<file path="config.mk">
export PLATFORM = sky130hd
export DESIGN_NAME = dma_burst_copy_controller
export DESIGN_NICKNAME = d
export VERILOG_FILES = /design/src/hdl/dbc_pkg.sv /design/src/hdl/dbc_front.sv /design/src/hdl/dbc_queue.sv /design/src/hdl/dbc_back.sv /design/src/hdl/dma_burst_copy_controller.sv
export SDC_FILE = /design/constraint.sdc
export NUM_CORES = 1
export LEC_CHECK = 0
export BUFFER_PORTS_ARGS = -buffer_cell sky130_fd_sc_hd__buf_2
export CAP_MARGIN = 20
export CORE_MARGIN = 10
export CORE_UTILIZATION = 30
export CTS_CLUSTER_DIAMETER = 30
export DETAILED_ROUTE_END_ITERATION = 10
export HOLD_SLACK_MARGIN = 0.15
export PLACE_DENSITY = 0.43
export REMOVE_ABC_BUFFERS = 1
export SYNTH_ARGS = -nofsm -noshare
export SYNTH_HDL_FRONTEND = slang
export SYNTH_HIERARCHICAL = 1
export SYNTH_SLANG_ARGS = --single-unit
</file>
<file path="constraint.sdc">
create_clock -name aclk -period 16.35 [get_ports aclk]
set_clock_uncertainty 0.05 [all_clocks]
set_input_delay 3.27 -clock aclk [delete_from_list [all_inputs] [get_ports aclk]]
set_output_delay 3.27 -clock aclk [all_outputs]
set_load 0.02 [all_outputs]
</file>
<file path="src/hdl/dbc_pkg.sv">
// DMA burst copy controller: shared types, register offsets and codes.
// Depends on nothing; imported by every module of the block.
`timescale 1ns / 1ps

package dbc_pkg;

    typedef struct packed {
        logic [1:0]  kind;
        logic [31:0] reg_offset;
        logic [31:0] write_value;
        logic        response_ok;
    } dbc_in_t;

    typedef struct packed {
        logic [1:0]  result_kind;
        logic [31:0] read_value;
        logic        address_error;
        logic        request_is_write;
        logic [31:0] request_address;
        logic [6:0]  request_length;
        logic        irq_level;
        logic        last;
    } dbc_out_t;

    // results caused by one accepted transfer: one or two
    typedef struct packed {
        dbc_out_t first;
        dbc_out_t second;
        logic     two;
    } dbc_pair_t;

    typedef enum logic [1:0] {
        PH_IDLE  = 2'd0,
        PH_READ  = 2'd1,
        PH_WRITE = 2'd2
    } dbc_phase_t;

    localparam logic [1:0] KIND_REG_READ  = 2'd0;
    localparam logic [1:0] KIND_REG_WRITE = 2'd1;
    localparam logic [1:0] KIND_MEM_RESP  = 2'd2;

    localparam logic [1:0] RK_REPLY   = 2'd0;
    localparam logic [1:0] RK_REQUEST = 2'd1;
    localparam logic [1:0] RK_DONE    = 2'd2;

    localparam logic [31:0] OFF_SOURCE  = 32'h00;
    localparam logic [31:0] OFF_DEST    = 32'h04;
    localparam logic [31:0] OFF_COUNT   = 32'h08;
    localparam logic [31:0] OFF_CONTROL = 32'h0C;
    localparam logic [31:0] OFF_STATUS  = 32'h10;

    localparam logic [2:0] ST_IDLE = 3'd0;
    localparam logic [2:0] ST_BUSY = 3'd1;
    localparam logic [2:0] ST_DONE = 3'd2;
    localparam logic [2:0] ST_FAIL = 3'd6;

endpackage

</file>
<file path="src/hdl/dbc_front.sv">
// DMA burst copy controller front end: register file and copy sequencer.
// Decodes each transfer and produces its result pair. Uses dbc_pkg.
`timescale 1ns / 1ps

module dbc_front #(
    parameter int BURST_BYTES = 64
) (
    input  logic               aclk,
    input  logic               aresetn,
    input  logic               in_accept,
    input  dbc_pkg::dbc_in_t   in_item,
    output logic               push,
    output dbc_pkg::dbc_pair_t push_pair
);
    import dbc_pkg::*;

    localparam logic [31:0] BURST = 32'(BURST_BYTES);

    logic [31:0] source_reg, source_next;
    logic [31:0] dest_reg, dest_next;
    logic [31:0] count_reg, count_next;
    logic [31:0] control_reg, control_next;
    logic [2:0]  status_reg, status_next;
    logic [31:0] cur_src_reg, cur_src_next;
    logic [31:0] cur_dst_reg, cur_dst_next;
    logic [31:0] left_reg, left_next;
    logic        irq_reg, irq_next;
    dbc_phase_t  phase_reg, phase_next;

    logic [31:0] chunk;
    logic [31:0] left_after;
    logic [31:0] next_chunk;
    logic [31:0] count_chunk;
    logic        start;

    assign chunk       = (left_reg < BURST) ? left_reg : BURST;
    assign left_after  = left_reg - chunk;
    assign next_chunk  = (left_after < BURST) ? left_after : BURST;
    assign count_chunk = (count_reg < BURST) ? count_reg : BURST;
    assign start       = (in_item.kind == KIND_REG_WRITE) &&
                         (in_item.reg_offset == OFF_CONTROL) &&
                         in_item.write_value[0] && (phase_reg == PH_IDLE);

    always_comb begin
        phase_next = phase_reg;
        if (in_accept) begin
            case (in_item.kind)
                KIND_REG_WRITE: begin
                    if (start) begin
                        phase_next = (count_reg == 32'd0) ? PH_IDLE : PH_READ;
                    end
                end
                KIND_MEM_RESP: begin
                    case (phase_reg)
                        PH_READ: begin
                            phase_next = in_item.response_ok ? PH_WRITE : PH_IDLE;
                        end
                        PH_WRITE: begin
                            phase_next = (!in_item.response_ok || left_after == 32'd0) ?
                                         PH_IDLE : PH_READ;
                        end
                        default: begin
                            phase_next = phase_reg;
                        end
                    endcase
                end
                default: begin
                    phase_next = phase_reg;
                end
            endcase
        end
    end

    always_comb begin
        source_next  = source_reg;
        dest_next    = dest_reg;
        count_next   = count_reg;
        control_next = control_reg;
        status_next  = status_reg;
        cur_src_next = cur_src_reg;
        cur_dst_next = cur_dst_reg;
        left_next    = left_reg;
        irq_next     = irq_reg;
        push         = 1'b0;
        push_pair    = '0;
        if (in_accept) begin
            case (in_item.kind)
                KIND_REG_READ, KIND_REG_WRITE: begin
                    push = 1'b1;
                    push_pair.first.result_kind = RK_REPLY;
                    push_pair.first.last        = 1'b1;
                    case (in_item.reg_offset)
                        OFF_SOURCE: begin
                            if (in_item.kind == KIND_REG_WRITE) begin
                                source_next = in_item.write_value;
                            end else begin
                                push_pair.first.read_value = source_reg;
                            end
                        end
                        OFF_DEST: begin
                            if (in_item.kind == KIND_REG_WRITE) begin
                                dest_next = in_item.write_value;
                            end else begin
                                push_pair.first.read_value = dest_reg;
                            end
                        end
                        OFF_COUNT: begin
                            if (in_item.kind == KIND_REG_WRITE) begin
                                count_next = in_item.write_value;
                            end else begin
                                push_pair.first.read_value = count_reg;
                            end
                        end
                        OFF_CONTROL: begin
                            if (in_item.kind == KIND_REG_WRITE) begin
                                control_next = in_item.write_value;
                            end else begin
                                push_pair.first.read_value = control_reg;
                            end
                        end
                        OFF_STATUS: begin
                            if (in_item.kind == KIND_REG_WRITE) begin
                                status_next = ST_IDLE;
                                irq_next    = 1'b0;
                            end else begin
                                push_pair.first.read_value = {29'd0, status_reg};
                            end
                        end
                        default: begin
                            push_pair.first.address_error = 1'b1;
                        end
                    endcase
                    push_pair.first.irq_level = irq_next;
                    if (start) begin
                        push_pair.two        = 1'b1;
                        push_pair.first.last = 1'b0;
                        cur_src_next = source_reg;
                        cur_dst_next = dest_reg;
                        left_next    = count_reg;
                        push_pair.second.last = 1'b1;
                        if (count_reg == 32'd0) begin
                            status_next = ST_DONE;
                            irq_next    = irq_next | in_item.write_value[1];
                            push_pair.second.result_kind = RK_DONE;
                        end else begin
                            status_next = ST_BUSY;
                            push_pair.second.result_kind     = RK_REQUEST;
                            push_pair.second.request_address = source_reg;
                            push_pair.second.request_length  = count_chunk[6:0];
                        end
                        push_pair.second.irq_level = irq_next;
                    end
                end
                KIND_MEM_RESP: begin
                    push_pair.first.last = 1'b1;
                    case (phase_reg)
                        PH_READ, PH_WRITE: begin
                            push = 1'b1;
                            if (!in_item.response_ok) begin
                                status_next = ST_FAIL;
                                irq_next    = irq_reg | control_reg[1];
                                push_pair.first.result_kind = RK_DONE;
                            end else if (phase_reg == PH_READ) begin
                                push_pair.first.result_kind      = RK_REQUEST;
                                push_pair.first.request_is_write = 1'b1;
                                push_pair.first.request_address  = cur_dst_reg;
                                push_pair.first.request_length   = chunk[6:0];
                            end else begin
                                cur_src_next = cur_src_reg + chunk;
                                cur_dst_next = cur_dst_reg + chunk;
                                left_next    = left_after;
                                if (left_after == 32'd0) begin
                                    status_next = ST_DONE;
                                    irq_next    = irq_reg | control_reg[1];
                                    push_pair.first.result_kind = RK_DONE;
                                end else begin
                                    push_pair.first.result_kind     = RK_REQUEST;
                                    push_pair.first.request_address = cur_src_reg + chunk;
                                    push_pair.first.request_length  = next_chunk[6:0];
                                end
                            end
                            push_pair.first.irq_level = irq_next;
                        end
                        default: begin
                            push = 1'b0;
                        end
                    endcase
                end
                default: begin
                    push = 1'b0;
                end
            endcase
        end
    end

    always_ff @(posedge aclk) begin
        if (!aresetn) begin
            source_reg  <= '0;
            dest_reg    <= '0;
            count_reg   <= '0;
            control_reg <= '0;
            status_reg  <= ST_IDLE;
            cur_src_reg <= '0;
            cur_dst_reg <= '0;
            left_reg    <= '0;
            irq_reg     <= 1'b0;
            phase_reg   <= PH_IDLE;
        end else begin
            source_reg  <= source_next;
            dest_reg    <= dest_next;
            count_reg   <= count_next;
            control_reg <= control_next;
            status_reg  <= status_next;
            cur_src_reg <= cur_src_next;
            cur_dst_reg <= cur_dst_next;
            left_reg    <= left_next;
            irq_reg     <= irq_next;
            phase_reg   <= phase_next;
        end
    end

endmodule

</file>
<file path="src/hdl/dbc_queue.sv">
// DMA burst copy controller: result queue between front end and back end.
// Holds result pairs in a small register FIFO. Uses dbc_pkg.
`timescale 1ns / 1ps

module dbc_queue #(
    parameter int DEPTH = 4
) (
    input  logic               aclk,
    input  logic               aresetn,
    input  logic               push,
    input  dbc_pkg::dbc_pair_t push_pair,
    input  logic               pop,
    output dbc_pkg::dbc_pair_t pop_pair,
    output logic               full,
    output logic               empty
);
    import dbc_pkg::*;

    localparam int AW = (DEPTH > 1) ? $clog2(DEPTH) : 1;
    localparam int CW = $clog2(DEPTH + 1);
    localparam logic [AW-1:0] LAST_IDX = AW'(DEPTH - 1);
    localparam logic [CW-1:0] FULL_CNT = CW'(DEPTH);

    dbc_pair_t       mem_reg [DEPTH];
    logic [AW-1:0]   wr_ptr_reg, wr_ptr_next;
    logic [AW-1:0]   rd_ptr_reg, rd_ptr_next;
    logic [CW-1:0]   count_reg, count_next;
    logic            do_push, do_pop;

    assign full     = (count_reg == FULL_CNT);
    assign empty    = (count_reg == '0);
    assign do_push  = push && !full;
    assign do_pop   = pop && !empty;
    assign pop_pair = mem_reg[rd_ptr_reg];

    always_comb begin
        wr_ptr_next = wr_ptr_reg;
        rd_ptr_next = rd_ptr_reg;
        count_next  = count_reg;
        if (do_push) begin
            wr_ptr_next = (wr_ptr_reg == LAST_IDX) ? '0 : wr_ptr_reg + 1'b1;
        end
        if (do_pop) begin
            rd_ptr_next = (rd_ptr_reg == LAST_IDX) ? '0 : rd_ptr_reg + 1'b1;
        end
        if (do_push && !do_pop) begin
            count_next = count_reg + 1'b1;
        end else if (do_pop && !do_push) begin
            count_next = count_reg - 1'b1;
        end
    end

    always_ff @(posedge aclk) begin
        if (do_push) begin
            mem_reg[wr_ptr_reg] <= push_pair;
        end
    end

    always_ff @(posedge aclk) begin
        if (!aresetn) begin
            wr_ptr_reg <= '0;
            rd_ptr_reg <= '0;
            count_reg  <= '0;
        end else begin
            wr_ptr_reg <= wr_ptr_next;
            rd_ptr_reg <= rd_ptr_next;
            count_reg  <= count_next;
        end
    end

endmodule

</file>
<file path="src/hdl/dbc_back.sv">
// DMA burst copy controller back end: output register that unpacks pairs.
// Presents the results of each pair one at a time on the m_ channel. Uses dbc_pkg.
`timescale 1ns / 1ps

module dbc_back (
    input  logic               aclk,
    input  logic               aresetn,
    input  dbc_pkg::dbc_pair_t pop_pair,
    input  logic               empty,
    output logic               pop,
    output logic               m_valid,
    input  logic               m_ready,
    output dbc_pkg::dbc_out_t  m_payload
);
    import dbc_pkg::*;

    dbc_pair_t pair_reg, pair_next;
    logic      valid_reg, valid_next;
    logic      sel_reg, sel_next;
    logic      take, pair_done;

    assign take      = valid_reg && m_ready;
    assign pair_done = take && (sel_reg || !pair_reg.two);
    assign pop       = (!valid_reg || pair_done) && !empty;
    assign m_valid   = valid_reg;
    assign m_payload = sel_reg ? pair_reg.second : pair_reg.first;

    always_comb begin
        pair_next  = pair_reg;
        valid_next = valid_reg;
        sel_next   = sel_reg;
        if (pop) begin
            pair_next  = pop_pair;
            valid_next = 1'b1;
            sel_next   = 1'b0;
        end else if (pair_done) begin
            valid_next = 1'b0;
            sel_next   = 1'b0;
        end else if (take) begin
            sel_next = 1'b1;
        end
    end

    always_ff @(posedge aclk) begin
        pair_reg <= pair_next;
    end

    always_ff @(posedge aclk) begin
        if (!aresetn) begin
            valid_reg <= 1'b0;
            sel_reg   <= 1'b0;
        end else begin
            valid_reg <= valid_next;
            sel_reg   <= sel_next;
        end
    end

endmodule

</file>
<file path="src/hdl/dma_burst_copy_controller.sv">
// DMA burst copy controller top level.
// Instantiates dbc_front, dbc_queue and dbc_back; uses dbc_pkg.
//
// Usage:
//   s_ channel carries register reads, register writes and memory responses.
//   m_ channel returns register replies, memory read/write requests and
//   copy-finished results; last marks the final result of each transfer.
//   A control write that starts a copy gives two results, every other
//   transfer gives one or none (ignored responses and unknown kinds).
// Path: when the m_ side is free, the first result of a transfer goes into
//   the queue at the accepting edge and from there into the output
//   register, which drives m_.
// Throughput: one transfer per cycle while the queue has room; the front
//   end decodes and updates all registers in the accepting cycle. The
//   output register drains one result per cycle while m_ready is high.
// Stall: while m_ready is low results wait in the QUEUE_DEPTH entry queue
//   and in the output register; s_ready drops once the queue is full.
// Reset: all registers read back zero, status idle, interrupt low, queue
//   and output register empty.
`timescale 1ns / 1ps

module dma_burst_copy_controller #(
    parameter int BURST_BYTES = 64,
    parameter int QUEUE_DEPTH = 4
) (
    input  logic              aclk,
    input  logic              aresetn,
    input  logic              s_valid,
    output logic              s_ready,
    input  dbc_pkg::dbc_in_t  s_payload,
    output logic              m_valid,
    input  logic              m_ready,
    output dbc_pkg::dbc_out_t m_payload
);
    import dbc_pkg::*;

    logic      accept;
    logic      push, pop, full, empty;
    dbc_pair_t push_pair, pop_pair;

    assign s_ready = !full;
    assign accept  = s_valid && s_ready;

    dbc_front #(
        .BURST_BYTES(BURST_BYTES)
    ) u_front (
        .aclk     (aclk),
        .aresetn  (aresetn),
        .in_accept(accept),
        .in_item  (s_payload),
        .push     (push),
        .push_pair(push_pair)
    );

    dbc_queue #(
        .DEPTH(QUEUE_DEPTH)
    ) u_queue (
        .aclk     (aclk),
        .aresetn  (aresetn),
        .push     (push),
        .push_pair(push_pair),
        .pop      (pop),
        .pop_pair (pop_pair),
        .full     (full),
        .empty    (empty)
    );

    dbc_back u_back (
        .aclk     (aclk),
        .aresetn  (aresetn),
        .pop_pair (pop_pair),
        .empty    (empty),
        .pop      (pop),
        .m_valid  (m_valid),
        .m_ready  (m_ready),
        .m_payload(m_payload)
    );

endmodule

</file>
==> results of run 1 <==
==> worst paths after layout <==
check,start,to,slack [ns],depth (start not counted)
min reg2reg,u_front/control_reg[13],u_front/control_reg[13],0.40,2
max reg2reg,u_front/left_reg[19],u_queue/mem_reg[1][117],9.98,16
max,s_valid,u_queue/mem_reg[3][99],9.65,8
min,u_front/control_reg[13],u_front/control_reg[13],0.40,2
==> critical path: cells and delay by family <==
family                 cells  cell delay (ns)
AND/OR/NAND/NOR            3             1.63
buffers and inverters      3             1.50
AO/OA/AOI/OAI              2             0.57
==> layout make-up <==
type | count | share of cell area
clock inverter | 159 | 0.0368
clock buffer | 282 | 0.112
timing repair buffer | 196 | 0.0209
multi-input combinational | 1914 | 0.271
antenna | 3 | 0.000137
sequential | 1016 | 0.513
inverter | 34 | 0.00242
tap | 1917 | 0.0437
==> cell families (layout without fill, tap and decap cells) <==
kind of cell             count (synthesis)  in the layout
AO/OA/AOI/OAI                          600            600
XOR/XNOR                                56             56
adder cells (fa/ha/maj)                 80             80
buffers and inverters                  243            671
flip-flops                            1016           1016
multiplexers                           305            305
other                                    2             86
AND/OR/NAND/NOR                        790            790
==> cell usage in the layout (no fill, tap or decap), drive strengths merged, types with 46 or more instances in the layout <==
master,n
a21oi,279
and2,46
buf,196
clkbuf,282
clkinv,88
conb,83
dfxtp,241
edfxtp,775
ha,77
inv,47
mux2,80
mux4,187
nand2,364
nor2,126
nor2b,46
o21ai,104
==> cell usage after synthesis, drive strengths merged, types with 4 or more instances <==
| master | number | share of area |
|---|---|---|
| inv | 34 | 0.0029 |
| or4 | 10 | 0.0019 |
| or3 | 10 | 0.0014 |
| nand2b | 15 | 0.0021 |
| nand3b | 5 | 0.00086 |
| o31ai | 11 | 0.0023 |
| nor3 | 38 | 0.0043 |
| xnor2 | 31 | 0.0062 |
| and3 | 27 | 0.0039 |
| and2 | 46 | 0.0066 |
| a22oi | 12 | 0.0024 |
| mux2i | 38 | 0.0087 |
| a21oi | 279 | 0.032 |
| mux4 | 187 | 0.096 |
| dfxtp | 241 | 0.11 |
| edfxtp | 775 | 0.53 |
| ha | 77 | 0.022 |
| or2 | 7 | 0.0010 |
| o21bai | 11 | 0.0019 |
| a21o | 23 | 0.0039 |
| nor2 | 126 | 0.011 |
| o21a | 11 | 0.0019 |
| a31oi | 16 | 0.0023 |
| a211o | 4 | 0.00080 |
| a21boi | 5 | 0.00086 |
| nor2b | 46 | 0.0066 |
| nand3 | 35 | 0.0042 |
| buf | 87 | 0.015 |
| and4 | 4 | 0.00080 |
| nand4 | 18 | 0.0027 |
| nor3b | 8 | 0.0014 |
| nand2 | 364 | 0.031 |
| nor4 | 24 | 0.0037 |
| o211ai | 14 | 0.0024 |
| clkbuf | 122 | 0.010 |
| a211oi | 45 | 0.0077 |
| xor2 | 25 | 0.0050 |
| o21ai | 104 | 0.012 |
| mux2 | 80 | 0.022 |
| a22o | 29 | 0.0058 |
==> power by group through the flow <==
stage / logic [uW] / registers [uW] / clock network (uW)
final: 1460 / 3280 / 4700
after global routing: 1600 / 3320 / 4960
after global placement: 1510 / 3330 / 0
after floorplan: 1070 / 3410 / 0
after detailed placement: 1500 / 3330 / 0
after CTS: 1510 / 3290 / 4810
==> per-stage QoR <==
step | hold WS, ns | util | area, um2 | total power [uW] | instances
6_report | 0.397 | 0.377 | 54800 | 9450 | 5521
5_1_grt | 0.420 | 0.377 | 54800 | 9880 | 5519
4_1_cts | 0.400 | 0.377 | 54800 | 9610 | 5517
3_5_place_dp | 0.393 | 0.321 | 46600 | 4840 | 5076
3_3_place_gp | 0.385 | 0.321 | 46600 | 4840 | 5076
2_1_floorplan | 0.372 | - | 43000 | 4480 | 2964
==> per-layer routing <==
metal / up-vias / track usage / wire length (um)
met1: 13600 / 0.191 / 54100
met2: 608 / 0.244 / 58200
met4: 16 / 0.0431 / 2460
li1: 12400 / - / -
met3: 218 / 0.0318 / 5460
met5: - / 0 / 95
==> metrics.log, run 1 <==
INFO  metric global_route_wire_length_before_repair = 182 mm
INFO  metric power_frac_comb = 0.155
INFO  metric endpoint_kind = flop
INFO  metric buffer_ports.inserted = 149
INFO  metric grt_antenna_before_repair = 31
INFO  metric die-height = 402 um
INFO  metric pwr-share-seq = 0.347
INFO  metric cts_root_buf = clkbuf_16
INFO  metric timing.critical_path.arrival = 7.07 ns
INFO  metric remaining_drc_errors = 0
INFO  metric gr-usage-all-layers = 0.146
INFO  metric relSlewSlack = 0.267
INFO  metric cts_inserted_buffers = 234
INFO  metric fp.dieArea = 0.162 mm2
INFO  metric cp_max_fo = 48
INFO  metric pin_count_of_the_biggest_net_entering_global_routing = 106
INFO  metric first_global_vias = 28000
INFO  metric synthXorXnorAreaFrac = 0.0112
INFO  metric switching_share = 0.263
INFO  metric flow.area_growth_from_synthesis = 25.1%
INFO  metric ir_worst_vdd = 0.0902 mV
INFO  metric routedWlPerCell = 21.8 um
INFO  metric detailedPlace.worstSlack = 8.82 ns
INFO  metric worstPathCellList = buf_2 > nor2b_1 > o21ai_0 > a21oi_1 > nor2b_1 > and2_4 > buf_4 > buf_4
INFO  metric clk-insertion-delay-late = 0.82 ns
INFO  metric tritoncts_clock_tree = yes
INFO  metric timing.critical_path.slowest_stage_cell = buf_4
INFO  metric timing.max_cap.violations = 0
INFO  metric numClockSinks = 1016
INFO  metric muxShareOfSynthArea = 0.127
INFO  metric timing.critical_path.slowest_cell_delay = 0.74 ns
INFO  metric pwrdens = 172 mW/mm2
INFO  metric timing.final.hold_violations = 0
INFO  metric worst-setup-path-type = in2reg
INFO  metric synthFlopType = edfxtp_1
INFO  metric post_synth_and_or_nand_nor_area_fraction = 0.0853
INFO  metric worst_pin_slew = 1.10 ns
INFO  metric routed_wl = 120 mm
INFO  metric power.clock.fraction = 0.498
INFO  metric synth_warnings = 6
INFO  metric die-width = 402 um
INFO  metric core_area = 0.145 mm2
INFO  metric worst-endpoint-required = 16.72 ns
INFO  metric status = complete, no violations
INFO  metric regArea = 0.0281 mm2
INFO  metric internal_power = 6960 uW
INFO  metric setup_viol = 0
INFO  metric cts.hold.buffers_added = 0
INFO  metric final.setup.worst_slack = 9.65 ns
INFO  metric static-leakage-power = 0.0190 uW
INFO  metric post_synth_num_cell_types = 82
INFO  metric post_cts_resize_count = 0
INFO  metric postCtsSetupBuffers = 0
INFO  metric period_share = 0.410
INFO  metric synth_adder_area_share = 0.0234
INFO  metric tns = 0 ns
INFO  metric synthesis.instances = 3092
INFO  metric dp.final_hpwl = 75.0 mm
INFO  metric synth_edf_count = 775
INFO  metric top_level_ports = 150
INFO  metric synth_top_family_by_area = multiplexers
INFO  metric post_drt_via_cell_ratio = 4.88
INFO  metric num_vias = 26900
INFO  metric highest_clock_rate = 149 MHz
INFO  metric kind_of_start_point_of_the_critical_path = primary input
INFO  metric synth_sequential_area_ratio = 0.641
INFO  metric power.switching = 2490 uW
INFO  metric final.min_clock_period = 6.70 ns
INFO  metric place_congestion = 0.803
INFO  metric rows = 140
INFO  metric rsz0062_at_grt = no
INFO  metric synthArstFlopShare = 0
INFO  metric largest_register_ffs = 620
INFO  metric final-max-slew-violation-count = 0
INFO  metric final_layout_size_suffix_gt1_frac = 0.247
INFO  metric number_of_inserted_filler_cells_in_the_final_layout = 13700
INFO  metric cts.reportedPaths.clkPinSlew = 0.05 ns
INFO  metric synth_area_in_compound_gates = 0.0835
INFO  metric post_synthesis_register_bit_count = 1016
INFO  metric final_net_count = 3547
INFO  metric mappedNetlistArea = 0.0438 mm2
INFO  metric drt.antenna.violating_nets = 0
INFO  metric clockBufferDepth = 3
INFO  metric drt_pre_antenna_iters = 5
INFO  metric drt_iter0_drc = 1746
INFO  metric floorplan.initialDensity = 0.301
INFO  metric grt_overflow_total = 0
INFO  metric htree_levels = 4
INFO  metric hold_class = reg2reg
INFO  metric avgSynthCellArea = 14.2 um2
INFO  metric multi_input_area = 0.0149 mm2
(Power assumes the default switching activity.)
==> run 2, diff against run 1 <==
--- a/config.mk
+++ b/config.mk
@@ -12,7 +12,7 @@
 export CTS_CLUSTER_DIAMETER = 30
 export DETAILED_ROUTE_END_ITERATION = 10
 export HOLD_SLACK_MARGIN = 0.15
-export PLACE_DENSITY = 0.43
+export PLACE_DENSITY = 0.45
 export REMOVE_ABC_BUFFERS = 1
 export SYNTH_ARGS = -nofsm -noshare
 export SYNTH_HDL_FRONTEND = slang
==> constraint.sdc (replaced) <==
create_clock -name aclk -period 5.7 [get_ports aclk]
set_clock_uncertainty 0.05 [all_clocks]
set_input_delay 1.14 -clock aclk [delete_from_list [all_inputs] [get_ports aclk]]
set_output_delay 1.14 -clock aclk [all_outputs]
set_load 0.02 [all_outputs]
==> metrics.log, run 2 (synthesized netlist as in run 1, its figures left out) <==
INFO  metric path_common_cell = inv_2
INFO  metric core_area = 0.145 mm2 (unchanged)
INFO  metric final-max-slew-violation-count = 0 (unchanged)
INFO  metric relSlewSlack = 0.270 (was 0.267)
INFO  metric pin_count_of_the_biggest_net_entering_global_routing = 105 (was 106)
INFO  metric status = complete, no violations (unchanged)
INFO  metric power_frac_comb = 0.164 (was 0.155)
INFO  metric worst-r2r-setup-slack = 0.45 ns (was 9.98 ns)
INFO  metric timing.max_cap.violations = 0 (unchanged)
INFO  metric cts_inserted_buffers = 223 (was 234)
INFO  metric fp.dieArea = 0.162 mm2 (unchanged)
INFO  metric ff2ff_path_depth = 16 (unchanged)
INFO  metric num_vias = 27300 (was 26900)
INFO  metric buffer_ports.inserted = 149 (unchanged)
INFO  metric die-width = 402 um (unchanged)
INFO  metric worst_path_dominant_cell_family = simple AND/OR/NAND/NOR gates (unchanged)
INFO  metric pwrdens = 486 mW/mm2 (was 172 mW/mm2)
INFO  metric numClockSinks = 1016 (unchanged)
INFO  metric hold-path-endpoint = u_front/control_reg[28] (was u_front/control_reg[13])
INFO  metric postCtsSetupBuffers = 0 (unchanged)
INFO  metric timing.rr.start = u_front/left_reg[20] (was u_front/left_reg[19])
INFO  metric power.switching = 7120 uW (was 2490 uW)
INFO  metric drt.antenna.violating_nets = 0 (unchanged)
INFO  metric timing.hold.worst.start = u_front/control_reg[28] (was u_front/control_reg[13])
INFO  metric routedWlPerCell = 22.5 um (was 21.8 um)
INFO  metric worstSetupStartpoint = u_front/left_reg[20] (was s_valid)
INFO  metric whs_path_depth = 2 (unchanged)
INFO  metric setup_viol = 0 (unchanged)
INFO  metric report.power.total = 26700 uW (was 9450 uW)
INFO  metric pwr-share-seq = 0.351 (was 0.347)
INFO  metric clockBufferDepth = 3 (unchanged)
INFO  metric remaining_drc_errors = 0 (unchanged)
INFO  metric worst_path_buf_inv = 4 (was 3)
INFO  metric floorplan.initialDensity = 0.301 (unchanged)
INFO  metric reg_to_reg_end = u_queue/mem_reg[0][100] (was u_queue/mem_reg[1][117])
INFO  metric rows = 140 (unchanged)
INFO  metric largest_register_ffs = 620 (unchanged)
INFO  metric static-leakage-power = 0.0190 uW (about the same)
INFO  metric cp_max_fo = 17 (was 48)
INFO  metric ir_worst_vdd = 0.380 mV (was 0.0902 mV)
INFO  metric timing.final.hold_violations = 0 (unchanged)
INFO  metric rsz0062_at_grt = no (unchanged)
INFO  metric most_frequent_cells_in_the_layout = edfxtp_1 (775), nand2_1 (363), a21oi_1 (279) (unchanged)
INFO  metric mostFrequentLayoutCell = edfxtp_1 (unchanged)
INFO  metric switching_share = 0.267 (was 0.263)
INFO  metric flow.area_growth_from_synthesis = 25.2% (was 25.1%)
INFO  metric clk-insertion-delay-late = 0.83 ns (was 0.82 ns)
INFO  metric cts.hold.buffers_added = 0 (unchanged)
INFO  metric worst_pin_slew = 1.09 ns (was 1.10 ns)
INFO  metric die-height = 402 um (unchanged)
INFO  metric internal_power = 19600 uW (was 6960 uW)
INFO  metric routed_wl = 125 mm (was 120 mm)
INFO  metric final_layout_size_suffix_gt1_frac = 0.254 (was 0.247)
INFO  metric tritoncts_clock_tree = yes (unchanged)
INFO  metric hold_class = reg2reg (unchanged)
INFO  metric highest_clock_rate = 190 MHz
INFO  metric place_congestion = 0.864 (was 0.803)
INFO  metric timing.critical_path.slowest_cell_delay = 0.89 ns (was 0.74 ns)
INFO  metric final.min_clock_period = 5.25 ns
INFO  metric grt_antenna_before_repair = 21 (was 31)
INFO  metric grt_overflow_total = 0 (unchanged)
INFO  metric instances_no_fill = 5538 (was 5521)
INFO  metric number_of_inserted_filler_cells_in_the_final_layout = 13800 (was 13700)
INFO  metric first_global_vias = 27800 (was 28000)
INFO  metric post_drt_via_cell_ratio = 4.93 (was 4.88)
INFO  metric timing.critical_path.arrival = 5.81 ns (was 7.07 ns)
INFO  metric kind_of_start_point_of_the_critical_path = flop (was primary input)
INFO  metric power.clock.fraction = 0.485 (was 0.498)
INFO  metric top_level_ports = 150 (unchanged)
INFO  metric dpl.cell_count = 5114 (was 5076)
INFO  metric endpoint_kind = flop (unchanged)
INFO  metric drt_pre_antenna_iters = 5 (unchanged)
INFO  metric final_net_count = 3573 (was 3547)
INFO  metric dp.final_hpwl = 79.0 mm (was 75.0 mm)
INFO  metric htree_levels = 4 (unchanged)
INFO  metric cts.reportedPaths.clkPinSlew = 0.05 ns (about the same)
INFO  metric worst-setup-path-type = reg2reg (was in2reg)
INFO  metric worstPathCellList = or4_1 > or4_4 > nor2_8 > inv_2 > nand2_1 > ha_1 > inv_1 > o31a_1 > and3_1 > o21a_1 > nand4_2 > or4b_4 > nor3b_4 > buf_12 > inv_2 > o21ai_1 (was buf_2 > nor2b_1 > o21ai_0 > a21oi_1 > nor2b_1 > and2_4 > buf_4 > buf_4)
INFO  metric post_cts_resize_count = 0 (unchanged)
INFO  metric timing.critical_path.slowest_stage_cell = nor3b_4 (was buf_4)
INFO  metric cts_root_buf = clkbuf_16 (unchanged)
INFO  metric drt_iter0_drc = 1811 (was 1746)
INFO  metric gr-usage-all-layers = 0.152 (was 0.146)
INFO  metric global_route_wire_length_before_repair = 186 mm (was 182 mm)
INFO  metric period_share = 0.921
INFO  metric worst-endpoint-required = 6.26 ns (was 16.72 ns)
==> run 2: area by class of cell <==
class	instances	area, um2	share of cell area
timing repair buffer	233	1600	0.0292
inverter	34	133	0.00242
sequential	1016	28100	0.512
multi-input combinational	1914	14900	0.271
clock buffer	246	5720	0.104
tap	1917	2400	0.0437
antenna	3	7.51	0.000137
clock inverter	175	2030	0.0370
==> run 2: worst max path at each step <==
| stage | end | slack [ns] | cells after the start |
|---|---|---|---|
| 2_1_floorplan | u_queue/count_reg[2] | -6.37 | 10 |
| 3_3_place_gp | u_queue/mem_reg[1][100] | 0.56 | 16 |
| 3_5_place_dp | u_queue/mem_reg[2][100] | 0.50 | 16 |
| 4_1_cts | u_queue/mem_reg[0][100] | 0.46 | 16 |
| 5_1_grt | u_queue/mem_reg[3][88] | 0.17 | 16 |
| 6_report | u_queue/mem_reg[0][100] | 0.45 | 16 |
==> run 2: worst min-delay path, cell delays in order (launching register included) <==
cell and delay [ns]:
dfxtp_1 0.30, nand2_1 0.05, a21oi_1 0.05
==> run 2: power groups by stage <==
stage,clock network [uW],registers (uW),logic (uW)
2_1_floorplan,0,9440,2560
3_3_place_gp,0,9490,4510
3_5_place_dp,0,9500,4500
4_1_cts,13200,9370,4520
5_1_grt,13600,9440,4800
6_report,12900,9360,4380
==> run 2: through the flow <==
stage / hold slack, ns / TNS, ns / cell area (um2) / utilization / setup slack [ns]
final: 0.394 / 0 / 54900 / 0.377 / 0.448
after floorplan: 0.372 / -3240.01 / 43000 / - / -6.37
after detailed placement: 0.390 / 0 / 47100 / 0.324 / 0.496
after global placement: 0.385 / 0 / 47100 / 0.324 / 0.562
after CTS: 0.398 / 0 / 54800 / 0.377 / 0.458
after global routing: 0.418 / 0 / 54900 / 0.377 / 0.173
==> run 2: per-layer routing <==
metal  track usage  wire length (um)  up-vias
met5             0               101        -
met1         0.198             55100    13900
met2         0.249             60400      634
met3        0.0330              5980      232
li1              -                 -    12500
met4        0.0499              3030       16
==> run 3, diff against run 2 <==
--- a/config.mk
+++ b/config.mk
@@ -9,6 +9,7 @@
 export CAP_MARGIN = 20
 export CORE_MARGIN = 10
 export CORE_UTILIZATION = 30
+export CTS_BUF_LIST = sky130_fd_sc_hd__clkbuf_16
 export CTS_CLUSTER_DIAMETER = 30
 export DETAILED_ROUTE_END_ITERATION = 10
 export HOLD_SLACK_MARGIN = 0.15
@@ -16,5 +17,4 @@
 export REMOVE_ABC_BUFFERS = 1
 export SYNTH_ARGS = -nofsm -noshare
 export SYNTH_HDL_FRONTEND = slang
-export SYNTH_HIERARCHICAL = 1
 export SYNTH_SLANG_ARGS = --single-unit
==> metrics.log, run 3 <==
INFO  metric status = complete, no violations (unchanged)
INFO  metric grt_overflow_total = 0 (unchanged)
INFO  metric post_synth_main_area_contributors = edfxtp_1 (49%), dfxtp_1 (13%), mux4_2 (7.3%) (was edfxtp_1 (53%), dfxtp_1 (11%), mux4_2 (9.6%))
INFO  metric highest_clock_rate = 198 MHz (was 190 MHz)
INFO  metric drt_pre_antenna_iters = 5 (unchanged)
INFO  metric utilization = 0.386 (was 0.377)
INFO  metric dpl.cell_count = 4673 (was 5114)
INFO  metric worst_path_buf_inv = 2 (was 4)
INFO  metric drt_iter0_drc = 1582 (was 1811)
INFO  metric rows = 128 (was 140)
INFO  metric die-height = 371 um (was 402 um)
INFO  metric ir_worst_vdd = 0.271 mV (was 0.380 mV)
INFO  metric instances_no_fill = 5067 (was 5538)
INFO  metric flow.area_growth_from_synthesis = 27.7% (was 25.2%)
INFO  metric worst-endpoint-required = 6.17 ns (was 6.26 ns)
INFO  metric timing.critical_path.arrival = 5.51 ns (was 5.81 ns)
INFO  metric synthesis.instances = 2973 (was 3092)
INFO  metric worstPathCellList = nor4_4 > nand4_2 > nor3_4 > inv_2 > nand2_1 > ha_1 > nor4b_1 > nand4_1 > nor3_1 > nor4_1 > nor4b_1 > nand4_1 > o41ai_1 > buf_4 > nor3b_1 (was or4_1 > or4_4 > nor2_8 > inv_2 > nand2_1 > ha_1 > inv_1 > o31a_1 > and3_1 > o21a_1 > nand4_2 > or4b_4 > nor3b_4 > buf_12 > inv_2 > o21ai_1)
INFO  metric worst-r2r-setup-slack = 0.66 ns (was 0.45 ns)
INFO  metric clockBufferDepth = 3 (unchanged)
INFO  metric worst_path_dominant_cell_family = simple AND/OR/NAND/NOR gates (unchanged)
INFO  metric cts_root_buf = clkbuf_16 (unchanged)
INFO  metric first_global_vias = 25700 (was 27800)
INFO  metric synthArstFlopShare = 0 (unchanged)
INFO  metric whs_path_depth = 2 (unchanged)
INFO  metric cts_inserted_buffers = 206 (was 223)
INFO  metric static-leakage-power = 0.0166 uW (was 0.0190 uW)
INFO  metric cts.hold.buffers_added = 0 (unchanged)
INFO  metric postCtsSetupBuffers = 0 (unchanged)
INFO  metric setup_viol = 0 (unchanged)
INFO  metric synth_sequential_area_ratio = 0.618 (was 0.641)
INFO  metric final.setup.worst_slack = 0.658 ns (was 0.448 ns)
INFO  metric floorplan.initialDensity = 0.302 (was 0.301)
INFO  metric yosysMostFrequentCell = edfxtp_1 (unchanged)
INFO  metric finalInstanceArea = 0.0471 mm2 (was 0.0549 mm2)
INFO  metric final-max-slew-violation-count = 0 (unchanged)
INFO  metric period_share = 0.885 (was 0.921)
INFO  metric pwrdens = 474 mW/mm2 (was 486 mW/mm2)
INFO  metric post-synth-top-area-cell = edfxtp_1 (unchanged)
INFO  metric tritoncts_clock_tree = yes (unchanged)
INFO  metric synthFlopType = edfxtp_1 (unchanged)
INFO  metric top_level_ports = 150 (unchanged)
INFO  metric ff2ff_path_depth = 15 (was 16)
INFO  metric worst-setup-path-type = reg2reg (unchanged)
INFO  metric die-width = 371 um (was 402 um)
INFO  metric grt_antenna_before_repair = 21 (unchanged)
INFO  metric dpl_cell_area = 0.0399 mm2 (was 0.0471 mm2)
INFO  metric post_synth_num_cell_types = 87 (was 82)
INFO  metric mostFrequentLayoutCell = edfxtp_1 (unchanged)
INFO  metric global_route_wire_length_before_repair = 165 mm (was 186 mm)
INFO  metric worst_pin_slew = 1.12 ns (was 1.09 ns)
INFO  metric cp_max_fo = 8 (was 17)
INFO  metric htree_levels = 4 (unchanged)
INFO  metric drt.antenna.violating_nets = 0 (unchanged)
INFO  metric final_net_count = 3402 (was 3573)
INFO  metric hold_class = reg2reg (unchanged)
INFO  metric dp.final_hpwl = 70.5 mm (was 79.0 mm)
INFO  metric fp.dieArea = 0.137 mm2 (was 0.162 mm2)
INFO  metric rsz0062_at_grt = no (unchanged)
INFO  metric buffer_ports.inserted = 149 (unchanged)
INFO  metric post_cts_resize_count = 0 (unchanged)
INFO  metric kind_of_start_point_of_the_critical_path = flop (unchanged)
INFO  metric routed_wl = 109 mm (was 125 mm)
INFO  metric largest_register_ffs = 480 (was 620)
INFO  metric timing.hold.worst.start = u_front.control_reg[2] (was u_front/control_reg[28])
INFO  metric endpoint_kind = flop (unchanged)
INFO  metric timing.critical_path.slowest_cell_delay = 0.68 ns (was 0.89 ns)
INFO  metric core_area = 0.122 mm2 (was 0.145 mm2)
INFO  metric detailedPlace.worstSlack = 0.761 ns (was 0.496 ns)
INFO  metric num_vias = 25300 (was 27300)
INFO  metric synth_warnings = 0 (was 6)
INFO  metric synth.top_cell.area_share = 0.488 (was 0.531)
INFO  metric cts.reportedPaths.clkPinSlew = 0.04 ns (was 0.05 ns)
INFO  metric post_synthesis_register_bit_count = 839 (was 1016)
INFO  metric relSlewSlack = 0.250 (was 0.270)
INFO  metric hold-path-endpoint = u_front.control_reg[2] (was u_front/control_reg[28])
INFO  metric reg_to_reg_end = u_queue.mem_reg[1][120] (was u_queue/mem_reg[0][100])
INFO  metric mappedNetlistArea = 0.0369 mm2 (was 0.0438 mm2)
INFO  metric most_frequent_cells_in_the_layout = edfxtp_1 (600), nand2_1 (427), a21oi_1 (304) (was edfxtp_1 (775), nand2_1 (363), a21oi_1 (279))
INFO  metric gr-usage-all-layers = 0.157 (was 0.152)
INFO  metric avgSynthCellArea = 12.4 um2 (was 14.2 um2)
INFO  metric clk-insertion-delay-late = 0.79 ns (was 0.83 ns)
INFO  metric numClockSinks = 839 (was 1016)
INFO  metric timing.final.hold_violations = 0 (unchanged)
INFO  metric remaining_drc_errors = 0 (unchanged)
INFO  metric worst_hold_slack = 0.402 ns (was 0.394 ns)
INFO  metric synth_edf_count = 600 (was 775)
INFO  metric final_layout_size_suffix_gt1_frac = 0.218 (was 0.254)
INFO  metric timing.max_cap.violations = 0 (unchanged)
INFO  metric pin_count_of_the_biggest_net_entering_global_routing = 112 (was 105)
INFO  metric routedWlPerCell = 21.5 um (was 22.5 um)
INFO  metric timing.critical_path.slowest_stage_cell = o41ai_1 (was nor3b_4)
INFO  metric post_drt_via_cell_ratio = 4.99 (was 4.93)
INFO  metric final.min_clock_period = 5.04 ns (was 5.25 ns)
INFO  metric synth_common_cells = edfxtp_1 (600), nand2_1 (428), a21oi_1 (305) (was edfxtp_1 (775), nand2_1 (364), a21oi_1 (279))
INFO  metric place_congestion = 0.880 (was 0.864)
INFO  metric timing.rr.start = u_front.left_reg[20] (was u_front/left_reg[20])
[run 3: changes by cell type in the layout (fill, tap and decap cells not counted), sizes merged, moves of 26 or more]
cell	before	now
edfxtp	775	600
conb	83	49
a21oi	279	305
a22oi	12	72
clkbuf	246	209
nand2	364	428
mux4	187	120
mux2	80	46
nor2	126	194
[run 3: through the flow]
step | setup TNS (ns) | power, uW
2_1_floorplan | -747.06 | 9990
3_3_place_gp | 0 | 10600
3_5_place_dp | 0 | 10600
4_1_cts | 0 | 22700
5_1_grt | 0 | 23200
6_report | 0 | 22300
[run 3: power breakdown]
part	leakage [uW]	internal, uW	switching [uW]
clock network	0.00359	8220	3710
registers	0.00769	7370	235
logic	0.00537	1130	1650
[run 3: cells by family (layout without fill, tap and decap cells)]
kind of cell,after synthesis,count (layout),share of synthesized area
compound gates,700,700,0.117
xor+xnor,47,47,0.0112
fa+ha+maj,75,75,0.0260
buf+inv,211,629,0.0220
flops,839,839,0.618
mux,179,179,0.0908
other cells,2,53,0.000203
simple gates,920,920,0.115
[run 3: final cells by class]
type / count / area (um2)
Antenna cell: 4 / 10.0
Clock buffer: 209 / 5230
Clock inverter: 181 / 2030
Fill cell: 11800 / 74900
Inverter: 31 / 121
Multi-Input combinational cell: 1970 / 13500
Sequential cell: 839 / 22800
Tap cell: 1625 / 2030
Timing Repair Buffer: 208 / 1350
[run 3: worst register-to-register path, stage by stage, from the launching register on]
cell     delay [ns]
dfxtp_1        0.37
nor4_4         0.50
nand4_2        0.23
nor3_4         0.21
inv_2          0.06
nand2_1        0.06
ha_1           0.32
nor4b_1        0.29
nand4_1        0.21
nor3_1         0.45
nor4_1         0.15
nor4b_1        0.31
nand4_1        0.23
o41ai_1        0.68
buf_4          0.24
nor3b_1        0.41
[run 3: per-layer routing]
metal,vias to the layer above,track usage,part of all wire
li1,11900,-,-
met1,12500,0.203,0.44
met2,682,0.257,0.48
met3,203,0.0406,0.064
met4,24,0.0482,0.022
met5,-,0,0.0012
[run 3: how the worst max path moves through the flow]
stage | to | cells after the start | startpoint
final | u_queue.mem_reg[1][120] | 15 | u_front.left_reg[20]
after global routing | u_queue.mem_reg[2][83] | 17 | u_front.left_reg[20]
after CTS | u_queue.mem_reg[0][78] | 16 | u_front.left_reg[20]
after detailed placement | u_queue.mem_reg[0][73] | 15 | u_front.left_reg[20]
after global placement | u_queue.mem_reg[3][71] | 16 | u_front.left_reg[20]
after floorplan | u_queue.count_reg[1] | 8 | u_back.sel_reg
